[config.mk]
export PLATFORM = sky130hd
export DESIGN_NAME = timed_action_sequencer_unit
export DESIGN_NICKNAME = d
export VERILOG_FILES = /design/src/tsu_pkg.sv /design/src/tsu_ctrl.sv /design/src/tsu_datapath.sv /design/src/timed_action_sequencer_unit.sv
export SDC_FILE = /design/constraint.sdc
export NUM_CORES = 2
export LEC_CHECK = 0
export ABC_AREA = 0
export BUFFER_PORTS_ARGS = -buffer_cell sky130_fd_sc_hd__buf_2
export CAP_MARGIN = 5
export CORE_UTILIZATION = 55
export CTS_CLUSTER_SIZE = 30
export DETAILED_ROUTE_END_ITERATION = 16
export PLACE_DENSITY = 0.71
export SLEW_MARGIN = 40
export SYNTH_ARGS = -nofsm -noshare
export SYNTH_HDL_FRONTEND = slang
export SYNTH_SLANG_ARGS = --single-unit
[constraint.sdc]
create_clock -name clk -period 14.2 [get_ports clk]
set_input_delay 0.71 -clock clk [delete_from_list [all_inputs] [get_ports clk]]
set_output_delay 0.71 -clock clk [all_outputs]
set_load 0.01 [all_outputs]
[src/tsu_pkg.sv]
package tsu_pkg;

	localparam int CMD_W   = 8;
	localparam int VAL_W   = 16;
	localparam int DLY_W   = 16;
	localparam int TIME_W  = 32;
	localparam int POS_W   = 6;
	localparam int COUNT_W = 7;
	localparam int OP_W    = 3;
	localparam int STAT_W  = 2;

	localparam logic [OP_W-1:0] OP_APPEND = 3'd0;
	localparam logic [OP_W-1:0] OP_READ   = 3'd1;
	localparam logic [OP_W-1:0] OP_CLEAR  = 3'd2;
	localparam logic [OP_W-1:0] OP_START  = 3'd3;
	localparam logic [OP_W-1:0] OP_STOP   = 3'd4;
	localparam logic [OP_W-1:0] OP_POLL   = 3'd5;

	localparam logic [STAT_W-1:0] ST_OK       = 2'd0;
	localparam logic [STAT_W-1:0] ST_NO_INIT  = 2'd1;
	localparam logic [STAT_W-1:0] ST_FULL     = 2'd2;
	localparam logic [STAT_W-1:0] ST_OUT_BNDS = 2'd3;

	// Members are listed from the most significant bit down.
	typedef struct packed {
		logic [POS_W-1:0]        position;
		logic [DLY_W-1:0]        action_delay;
		logic signed [VAL_W-1:0] action_value;
		logic [CMD_W-1:0]        action_command;
		logic [TIME_W-1:0]       now_ms;
		logic [OP_W-1:0]         operation;
	} in_item_t;

	typedef struct packed {
		logic                    running;
		logic [COUNT_W-1:0]      stored_count;
		logic [DLY_W-1:0]        out_delay;
		logic signed [VAL_W-1:0] out_value;
		logic [CMD_W-1:0]        out_command;
		logic                    fired;
		logic [STAT_W-1:0]       status;
	} result_t;

	localparam int IN_BITS   = $bits(in_item_t);
	localparam int OUT_BITS  = $bits(result_t);
	localparam int IN_BYTES  = (IN_BITS + 7) / 8;
	localparam int OUT_BYTES = (OUT_BITS + 7) / 8;

	typedef struct packed {
		logic capture;
		logic execute;
	} dp_cmd_t;

endpackage

[src/tsu_ctrl.sv]
module tsu_ctrl
	import tsu_pkg::*;
(
	input  logic    clk,
	input  logic    arst_n,
	input  logic    s_tvalid,
	output logic    s_tready,
	output logic    m_tvalid,
	input  logic    m_tready,
	output dp_cmd_t cmd
);

	typedef enum logic [1:0] {
		S_IDLE,
		S_EXEC,
		S_RESP
	} state_t;

	state_t state_q;
	logic   s_tready_q;
	logic   m_tvalid_q;

	assign s_tready    = s_tready_q;
	assign m_tvalid    = m_tvalid_q;
	assign cmd.capture = s_tvalid & s_tready_q;
	assign cmd.execute = (state_q == S_EXEC);

	always_ff @(posedge clk or negedge arst_n) begin
		if (!arst_n) begin
			state_q    <= S_IDLE;
			s_tready_q <= 1'b0;
			m_tvalid_q <= 1'b0;
		end else begin
			unique case (state_q)
				S_IDLE: begin
					s_tready_q <= 1'b1;
					if (s_tvalid && s_tready_q) begin
						state_q    <= S_EXEC;
						s_tready_q <= 1'b0;
					end
				end
				S_EXEC: begin
					state_q    <= S_RESP;
					m_tvalid_q <= 1'b1;
				end
				S_RESP: begin
					if (m_tready) begin
						state_q    <= S_IDLE;
						m_tvalid_q <= 1'b0;
						s_tready_q <= 1'b1;
					end
				end
				default: begin
					state_q <= S_IDLE;
				end
			endcase
		end
	end

	a_no_overlap: assert property (@(posedge clk) disable iff (!arst_n)
		!(s_tready_q && m_tvalid_q))
		else $error("input ready while a result is pending");

	a_result_follows: assert property (@(posedge clk) disable iff (!arst_n)
		(s_tvalid && s_tready_q) |=> ##1 m_tvalid_q)
		else $error("accepted item produced no result");

	a_exec_once: assert property (@(posedge clk) disable iff (!arst_n)
		(state_q == S_EXEC) |=> (state_q == S_RESP))
		else $error("execute step not followed by response");

endmodule

[src/tsu_datapath.sv]
module tsu_datapath
	import tsu_pkg::*;
#(
	parameter int TABLE_DEPTH = 64
)
(
	input  logic               clk,
	input  logic               arst_n,
	input  dp_cmd_t            cmd,
	input  in_item_t           item,
	input  logic               cfg_we,
	input  logic [COUNT_W-1:0] cfg_wdata,
	output result_t            res
);

	localparam int IDX_W = (TABLE_DEPTH > 1) ? $clog2(TABLE_DEPTH) : 1;
	localparam int EXT_W = (IDX_W > COUNT_W) ? IDX_W : COUNT_W;
	localparam int CAP   = (TABLE_DEPTH > 127) ? 127 : TABLE_DEPTH;
	localparam logic [COUNT_W-1:0] CAP_V = COUNT_W'(CAP);
	localparam int ENT_W = CMD_W + VAL_W + DLY_W;

	logic [ENT_W-1:0]   mem_q [TABLE_DEPTH];
	logic [ENT_W-1:0]   rd_q;
	in_item_t           item_q;
	result_t            res_q;

	logic [COUNT_W-1:0] max_q;
	logic [COUNT_W-1:0] count_q;
	logic [COUNT_W-1:0] play_q;
	logic [TIME_W-1:0]  start_q;
	logic [TIME_W-1:0]  next_q;
	logic               exec_q;

	logic [EXT_W-1:0]   rd_addr_ext;
	logic [EXT_W-1:0]   wr_addr_ext;
	logic [IDX_W-1:0]   rd_addr;
	logic [IDX_W-1:0]   wr_addr;
	logic               do_write;

	logic [CMD_W-1:0]   rd_cmd;
	logic [VAL_W-1:0]   rd_val;
	logic [DLY_W-1:0]   rd_dly;
	logic [TIME_W-1:0]  elapsed;

	result_t            res_d;
	logic [COUNT_W-1:0] count_d;
	logic [COUNT_W-1:0] play_d;
	logic [TIME_W-1:0]  start_d;
	logic [TIME_W-1:0]  next_d;
	logic               exec_d;

	// Reads use the table position for a read and the play position otherwise.
	assign rd_addr_ext = (item.operation == OP_READ) ? EXT_W'(item.position)
	                                                 : EXT_W'(play_q);
	assign wr_addr_ext = EXT_W'(count_q);
	assign rd_addr     = rd_addr_ext[IDX_W-1:0];
	assign wr_addr     = wr_addr_ext[IDX_W-1:0];

	assign {rd_cmd, rd_val, rd_dly} = rd_q;
	assign elapsed = item_q.now_ms - start_q;
	assign res     = res_q;

	assign do_write = cmd.execute && (item_q.operation == OP_APPEND)
	                  && (max_q != '0) && (count_q < max_q);

	always_ff @(posedge clk) begin
		if (cmd.capture) begin
			item_q <= item;
			rd_q   <= mem_q[rd_addr];
		end
		if (do_write) begin
			mem_q[wr_addr] <= {item_q.action_command, item_q.action_value,
			                   item_q.action_delay};
		end
		if (cmd.execute) begin
			res_q <= res_d;
		end
	end

	always_comb begin
		res_d        = '0;
		count_d      = count_q;
		play_d       = play_q;
		start_d      = start_q;
		next_d       = next_q;
		exec_d       = exec_q;
		res_d.status = ST_OK;
		case (item_q.operation)
			OP_APPEND: begin
				if (max_q == '0) begin
					res_d.status = ST_NO_INIT;
				end else if (count_q >= max_q) begin
					res_d.status = ST_FULL;
				end else begin
					count_d = count_q + 1'b1;
				end
			end
			OP_READ: begin
				if (max_q == '0) begin
					res_d.status = ST_NO_INIT;
				end else if (COUNT_W'(item_q.position) >= count_q) begin
					res_d.status = ST_OUT_BNDS;
				end else begin
					res_d.out_command = rd_cmd;
					res_d.out_value   = rd_val;
					res_d.out_delay   = rd_dly;
				end
			end
			OP_CLEAR: begin
				exec_d  = 1'b0;
				count_d = '0;
			end
			OP_START: begin
				start_d = item_q.now_ms;
				play_d  = '0;
				next_d  = '0;
				exec_d  = 1'b1;
			end
			OP_STOP: begin
				exec_d = 1'b0;
			end
			OP_POLL: begin
				if ((count_q != '0) && exec_q) begin
					if (play_q >= count_q) begin
						exec_d = 1'b0;
					end else if (elapsed >= next_q) begin
						play_d            = play_q + 1'b1;
						res_d.fired       = 1'b1;
						res_d.out_command = rd_cmd;
						res_d.out_value   = rd_val;
						next_d            = next_q + TIME_W'(rd_dly);
					end
				end
			end
			default: begin
			end
		endcase
		res_d.stored_count = count_d;
		res_d.running      = exec_d;
	end

	always_ff @(posedge clk or negedge arst_n) begin
		if (!arst_n) begin
			max_q   <= '0;
			count_q <= '0;
			play_q  <= '0;
			start_q <= '0;
			next_q  <= '0;
			exec_q  <= 1'b0;
		end else if (cfg_we) begin
			// A capacity write also empties the table and halts playback.
			max_q   <= (cfg_wdata > CAP_V) ? CAP_V : cfg_wdata;
			count_q <= '0;
			exec_q  <= 1'b0;
		end else if (cmd.execute) begin
			count_q <= count_d;
			play_q  <= play_d;
			start_q <= start_d;
			next_q  <= next_d;
			exec_q  <= exec_d;
		end
	end

	a_count_cap: assert property (@(posedge clk) disable iff (!arst_n)
		count_q <= max_q)
		else $error("stored count above capacity");

	a_play_in_range: assert property (@(posedge clk) disable iff (!arst_n)
		exec_q |-> (play_q <= count_q))
		else $error("play position beyond stored actions");

	a_fire_advances: assert property (@(posedge clk) disable iff (!arst_n)
		(cmd.execute && res_d.fired) |=> (play_q == $past(play_q) + 1'b1))
		else $error("fired action did not advance play position");

endmodule

[src/timed_action_sequencer_unit.sv]
// The result is offered after the execute step that follows acceptance (the table read is captured
// with the item) and stays offered until it is taken.
// The next item is accepted in the cycle after the result is taken.
// No new item is accepted while a result is pending.
// Reset clears the capacity, count, play state and timers; table contents stay
// undefined until appended.
module timed_action_sequencer_unit
	import tsu_pkg::*;
#(
	parameter int TABLE_DEPTH = 64
)
(
	input  logic                   clk,
	input  logic                   arst_n,
	input  logic                   cfg_we,
	input  logic [COUNT_W-1:0]     cfg_wdata,
	input  logic                   s_tvalid,
	output logic                   s_tready,
	// operation, now_ms, action_command, action_value, action_delay, position
	input  logic [IN_BYTES*8-1:0]  s_tdata,
	output logic                   m_tvalid,
	input  logic                   m_tready,
	// status, fired, out_command, out_value, out_delay, stored_count, running
	output logic [OUT_BYTES*8-1:0] m_tdata
);

	dp_cmd_t  cmd;
	in_item_t item;
	result_t  res;

	assign item    = in_item_t'(s_tdata[IN_BITS-1:0]);
	assign m_tdata = {{(OUT_BYTES*8-OUT_BITS){1'b0}}, res};

	tsu_ctrl u_ctrl (
		.clk      (clk),
		.arst_n   (arst_n),
		.s_tvalid (s_tvalid),
		.s_tready (s_tready),
		.m_tvalid (m_tvalid),
		.m_tready (m_tready),
		.cmd      (cmd)
	);

	tsu_datapath #(
		.TABLE_DEPTH (TABLE_DEPTH)
	) u_datapath (
		.clk       (clk),
		.arst_n    (arst_n),
		.cmd       (cmd),
		.item      (item),
		.cfg_we    (cfg_we),
		.cfg_wdata (cfg_wdata),
		.res       (res)
	);

endmodule

* Yosys cells after proc, flatten, opt, wreduce, memory -nomap -nowiden
Memories as Yosys holds them, arrays and structs flattened. A register that Yosys moved wholly into a read port is not among the register bits. Cells that the tools add are included.
Word-level totals: bits in registers 222, memory bits (writable) 2560, input bits 100, output and inout bits 58, logic and storage cells 114, memories 1
Cells by class: add/subtract/negate cells 4, magnitude comparators 6, eq/ne operators 13, multiplexer cells 41, bitwise operators 5, reduce and logical (&&, ||, !) cells 22
Memory list:
- u_datapath.mem_q | depth 64, width 40, rd ports 1, clocked after memory_dff 1, wr ports 1, line tsu_datapath.sv:22 | logic [ENT_W-1:0] mem_q [TABLE_DEPTH];
Operator list (number):
- 32-bit two-way mux | 3
- 25-bit two-way mux | 3
- 32-bit one-hot mux with 2 select lines | 1
- 7-bit two-way mux | 8
- 24-bit two-way mux | 2
- 24-bit one-hot mux with 2 select lines | 1
- 32-bit by 16-bit adder with 32-bit output | 1
- 32-bit >= comparator | 1
- 32-bit subtractor | 1
- 7-bit one-hot mux with 2 select lines | 2
- 7-bit by 1-bit adder with 7-bit output, second input constant | 2
- 7-bit >= comparator | 2
- 7-bit nonzero test | 2
- 2-bit two-way mux | 6
- 1-bit two-way mux | 9
- 2-bit nonzero test | 4
- 6-bit by 7-bit >= comparator with 1-bit output | 1
- 7-bit > comparator, second input constant | 1
- 7-bit zero test | 1
- 7-bit less-than comparator | 1
- 3-bit by 1-bit equality test with 1-bit output, second input constant | 2
- 3-bit by 2-bit equality test with 1-bit output, second input constant | 2
- 3-bit equality test, second input constant | 2
- 6-bit two-way mux | 1
- 18 further kinds | 32

* Logic depth before layout (Yosys ltp)
word-level depth 6, mapped depth 23, gate-level depth less buffers 21

* Cells and area by module
A second synthesis with hierarchy kept.
Second synthesis, totals: cells, all modules 8842, area total of the unflattened synthesis 114912.7 µm²
By module, submodules not included:
- tsu_datapath | instances 1, cells each 8819, area an instance 114697.5 µm², seq. area each 84190.7 µm²
- tsu_ctrl | instances 1, cells each 17, area an instance 173.9 µm², seq. area each 100.1 µm²
- timed_action_sequencer_unit | instances 1, cells each 6, area an instance 41.3 µm², seq. area each 0.0 µm²

* Worst setup path after synthesis
No wires, ideal clock.
path type reg2reg, from reg u_datapath.item_q[19] (netlist bit), to reg u_datapath.next_q[13], library setup time 0.137 ns, data arrival time 4.669 ns, required time 14.063 ns, path slack 9.394 ns, cell stages (with the launch flop) 21, path buffers 3, clock period less this slack 4.806 ns, cells stage by stage edfxtp_1 -> ha_1 -> clkbuf_1 -> a21o_1 -> a221oi_1 -> o21bai_1 -> a211o_1 -> a221o_1 -> a21oi_1 -> o21ai_0 -> xnor2_1 -> ha_1 -> nand4_1 -> a21oi_1 -> a2111oi_0 -> o21ai_0 -> o211a_1 -> clkbuf_1 -> nor2_1 -> clkbuf_1 -> o21ai_0
Between the ends: cells in the longest elaborated chain, start to end 4
RTL lines:
- from (decl) | line tsu_datapath.sv:24 | in_item_t item_q;
- from (signal assigned) | line tsu_datapath.sv:68 | item_q <= item;
- 32-bit subtractor | line tsu_datapath.sv:60 | assign elapsed = item_q.now_ms - start_q;
- 32-bit >= comparator | line tsu_datapath.sv:126 | end else if (elapsed >= next_q) begin
- 2-bit by 1-bit inequality test with 1-bit output (no line)
- 6-bit AND reduction (no line)
- to (signal assigned) | line tsu_datapath.sv:159 | next_q <= next_d;
- to (decl) | line tsu_datapath.sv:31 | logic [TIME_W-1:0] next_q;
No other way between the ends. A chain may end at the register's enable or synchronous reset.

* Worst setup path in the final report
from reg u_datapath.item_q[19] (netlist bit), to reg u_datapath.next_q[6]
Same word-level chain as after synthesis.

==> out/summary.txt <==
Area grow syn2layout: 13.00%
CTS root buf: clkbuf_16
Iter 0 DRT Violations: 12610
Slew headroom: 29.77%
Routability cong.: 0.8659
DRT antenna net count: 0
Most Used Layer, Global Route: met2
Via Count: 76087
CTS sink cnt: 2822
Worst-case clock skew: 0.05191 ns
Post-CTS Resized: 0
Post-Syn Instances: 8746
CP required: 15.02 ns
CP delay by family, top: compound AO/OA/AOI/OAI gates
Syn avg cell area: 13.02 um^2
Min Tclk post-route: 6.244 ns
Yosys warns: 0
Initial Utilization: 55.49%
Sequential share of the synthesized area: 74.02%
Final setup violation count: 0
Worst-path maximum fanout: 16
DRC viols: 0
Drt via density: 6.439
Place WS: 8.084 ns
Worst setup margin: 7.956 ns
DRT Wirelength: 327200 um
Pre-antenna DRT Iters: 7
Dpl cells: 11231
Power density cells: 147.7 mW/mm^2
Worst-path clk slew: 0.06 ns
Fin crit share: 43.97%
Sw Pwr: 4.539 mW
First-pass GRT wire length: 469300 um
Fin. Hold Viols: 0
Layout cells sized above 1: 9.309%
Top Ports: 158
Max_cap viols: 0
Pins Over Slew Limit: 0
Synth async-reset ratio: 3.189%
Setup crit start kind: register
Top cells by area, synth: edfxtp_1, nand2_1, nand3_1, a311oi_1, dfrtp_1
Outcome: finished clean
Final design utilization: 62.70%
Leak: 44.74 nW
CTS H-tree depth: 5
Num CTS Buffers: 294
Maximum VDD drop: 0.1110 mV
Number of global-route vias before repair: 70685
Hold/Removal Path Class: in -> reg
Worst path bufs/invs: 2
Detailed placement HPWL: 167500 um
Die Width: 457.0 um
CP max stage delay: 0.63 ns
Pint: 14.46 mW
Hold Path Origin: s_tdata[1]
Initial antenna violation count: 14
Overflow after GRT: 0
GRT Total Usage: 30.68%
Final net count: 9126
Post-DR wirelength/cell: 27.69 um
Clock share of power: 38.5%
Site Rows: 166
Top cell type's share of synthesized area: 72.05%
CP Capture Type: register
Die ar.: 0.2089 mm^2
Slowest cell on the critical path: o211a_1
Die Y: 457.0 um
Unique masters post-synth: 69
CTS tree: built
Max Fclk: 0.1602 GHz
Synthesized area: 0.1139 mm^2
Unrepaired setup endpoints after global routing: no
Clock Tree Buf Depth: 4
Critical path class: reg -> reg
Worst-path cell chain: ha_1 > a21o_1 > a221oi_1 > o21bai_1 > a211o_1 > a221o_1 > a21oi_1 > o21ai_0 > xnor2_1 > ha_1 > nand4_1 > nor4_1 > inv_1 > a31oi_1 > o211a_1 > nor2_1 > buf_4 > o41ai_1
RR Startpoint: u_datapath.item_q[19]
Combinational power share: 10.4%
Core Area: 0.2052 mm^2
Yosys reg bits: 2822
Seq pwr share: 51.1%
GR Layer Usage met1: 43.15%
Crit path DAT: 7.06 ns
Worst-Skew Late Latency: 0.95 ns
Largest net degree at the start of global routing: 195
Largest area contributor in the netlist: edfxtp_1
EDFF count, synth: 2732
Met2 GRT Util: 45.88%
CP startpoint: u_datapath.item_q[19]
M3 GR Usage: 7.339%
Finished Layout Cells: 11816
Slew @ Worst Pin: 1.054 ns
Synth Flop Type: edfxtp_1
IO Port Bufs: 145
Overall power: 19.00 mW
Top cell by count, worst path: ha_1
Sw Share: 23.89%
TNS Setup: 0 ns
[per-layer routing]
metal	vias to the layer above	wire (um)
met5	-	138
met4	10	14540
met3	829	44770
met2	5250	146100
met1	37292	121600
li1	32706	-
[cells in the final DEF (no fill, tap or decap), types with 33 or more instances in the layout]
cell and instances:
or4_1 44, buf_6 33, buf_2 144, a21oi_1 65, clkinv_2 34, a31oi_1 331
buf_4 129, o21ai_0 90, and3_1 327, nand3_1 692, o22ai_1 163, clkinv_1 63
nor2_4 64, clkbuf_16 303, a311oi_1 320, and2_1 44, nand2_1 2631, dfrtp_1 90
inv_1 103, ha_1 102, edfxtp_1 2732, dlygate4sd3_1 75, clkbuf_1 66, nor2_1 59
[Yosys cell counts, types with 4 or more instances]
master / count
edfxtp_1: 2732
nand2_1: 2636
nand3_1: 701
clkbuf_1: 360
a31oi_1: 331
and3_1: 327
a311oi_1: 320
buf_2: 176
o22ai_1: 163
nor2_1: 123
inv_1: 106
ha_1: 102
dfrtp_1: 90
o21ai_0: 90
a21oi_1: 65
and2_1: 44
or4_1: 44
xnor2_1: 31
a21o_1: 30
buf_1: 27
nor3_1: 19
a211oi_1: 18
nand2b_1: 15
nand4_1: 13
o21a_1: 13
xor2_1: 13
o31ai_1: 11
or3_1: 11
nor2b_1: 9
o211ai_1: 9
o21bai_1: 9
or2_2: 9
buf_4: 8
a211o_1: 7
mux2i_1: 7
nand3b_1: 7
a22oi_1: 6
nor4_1: 6
o2111ai_1: 6
a2111oi_0: 4
o41ai_1: 4
[power groups by stage]
stage | Sequential (mW) | Combinational (mW) | Clock [mW]
floorplan | 9.99 | 1.09 | 0
global placement | 9.87 | 1.83 | 0
detailed placement | 9.88 | 1.91 | 0
CTS | 9.70 | 1.93 | 7.36
global route | 9.71 | 2.16 | 7.69
finish | 9.71 | 1.98 | 7.31
[cell type report]
cell class                 instances  area, um^2
tap                             2688        3363
antenna                            8       20.02
clock buffer                     372        7871
timing repair buffer             449        4238
sequential                      2822       84290
fill                           14556       76530
clock inverter                   122        1077
inverter                         108       416.7
multi-input combinational       5247       27400
[timing repair]
item / in CTS / in global routing
hold buffers: 75 / 0
buffers inserted: 0 / 0
endpoints found under the hold margin: 87 / 0
[worst reg2reg max path, cell delays in order (launching register included)]
cell      delay, ns
edfxtp_1       0.41
ha_1           0.42
a21o_1         0.22
a221oi_1       0.45
o21bai_1       0.13
a211o_1        0.32
a221o_1        0.42
a21oi_1        0.36
o21ai_0        0.17
xnor2_1        0.17
ha_1           0.31
nand4_1        0.15
nor4_1         0.58
inv_1          0.11
a31oi_1        0.58
o211a_1        0.63
nor2_1         0.12
buf_4          0.24
o41ai_1        0.36
[worst paths after layout]
path / slack (ns) / depth (start not counted) / endpoint
worst max-delay path: 7.96 / 18 / u_datapath.next_q[6]
worst min-delay path: 0.05 / 1 / u_datapath.item_q[1]
worst max register to register: 7.96 / 18 / u_datapath.next_q[6]
max in group asynchronous: 13.00 / 3 / u_ctrl.state_q[0]
min in group asynchronous: 0.21 / 2 / u_datapath.start_q[12]
worst min register to register: 0.49 / 2 / u_datapath.start_q[31]
[stage by stage]
step,hold WS (ns),cell area [um^2]
finish,0.04602,128700
global route,0.01716,128700
CTS,0.002486,128400
detailed placement,0.4782,118700
global placement,0.4710,117500
floorplan,0.4144,113900
[sequential cells by signal, summed over array words and instances, names as in the netlist]
signal and count:
u_ctrl.s_tready 1, u_ctrl.state_q 2, u_datapath.mem_q 2560, u_datapath.exec_q 1, u_datapath.next_q 32, u_datapath.start_q 32
u_datapath.item_q 81, u_datapath.max_q 7, u_datapath.play_q 7, u_ctrl.m_tvalid 1, u_datapath.count_q 7, u_datapath.res 51
u_datapath.rd_q 40
[cell families (layout without fill, tap and decap cells)]
| kind of cell | after synthesis | in the layout | share of synthesized area, % |
|---|---|---|---|
| simple gates | 3975 | 3975 | 15.07 |
| flops | 2822 | 2822 | 74.02 |
| compound gates | 1109 | 1109 | 6.838 |
| buf+inv | 681 | 1051 | 2.478 |
| fa+ha+maj | 104 | 104 | 1.156 |
| xor+xnor | 44 | 44 | 0.3384 |
| mux | 10 | 10 | 0.09120 |
| other cells | 1 | 13 | 0.003293 |
(Power assumes the default switching activity.)
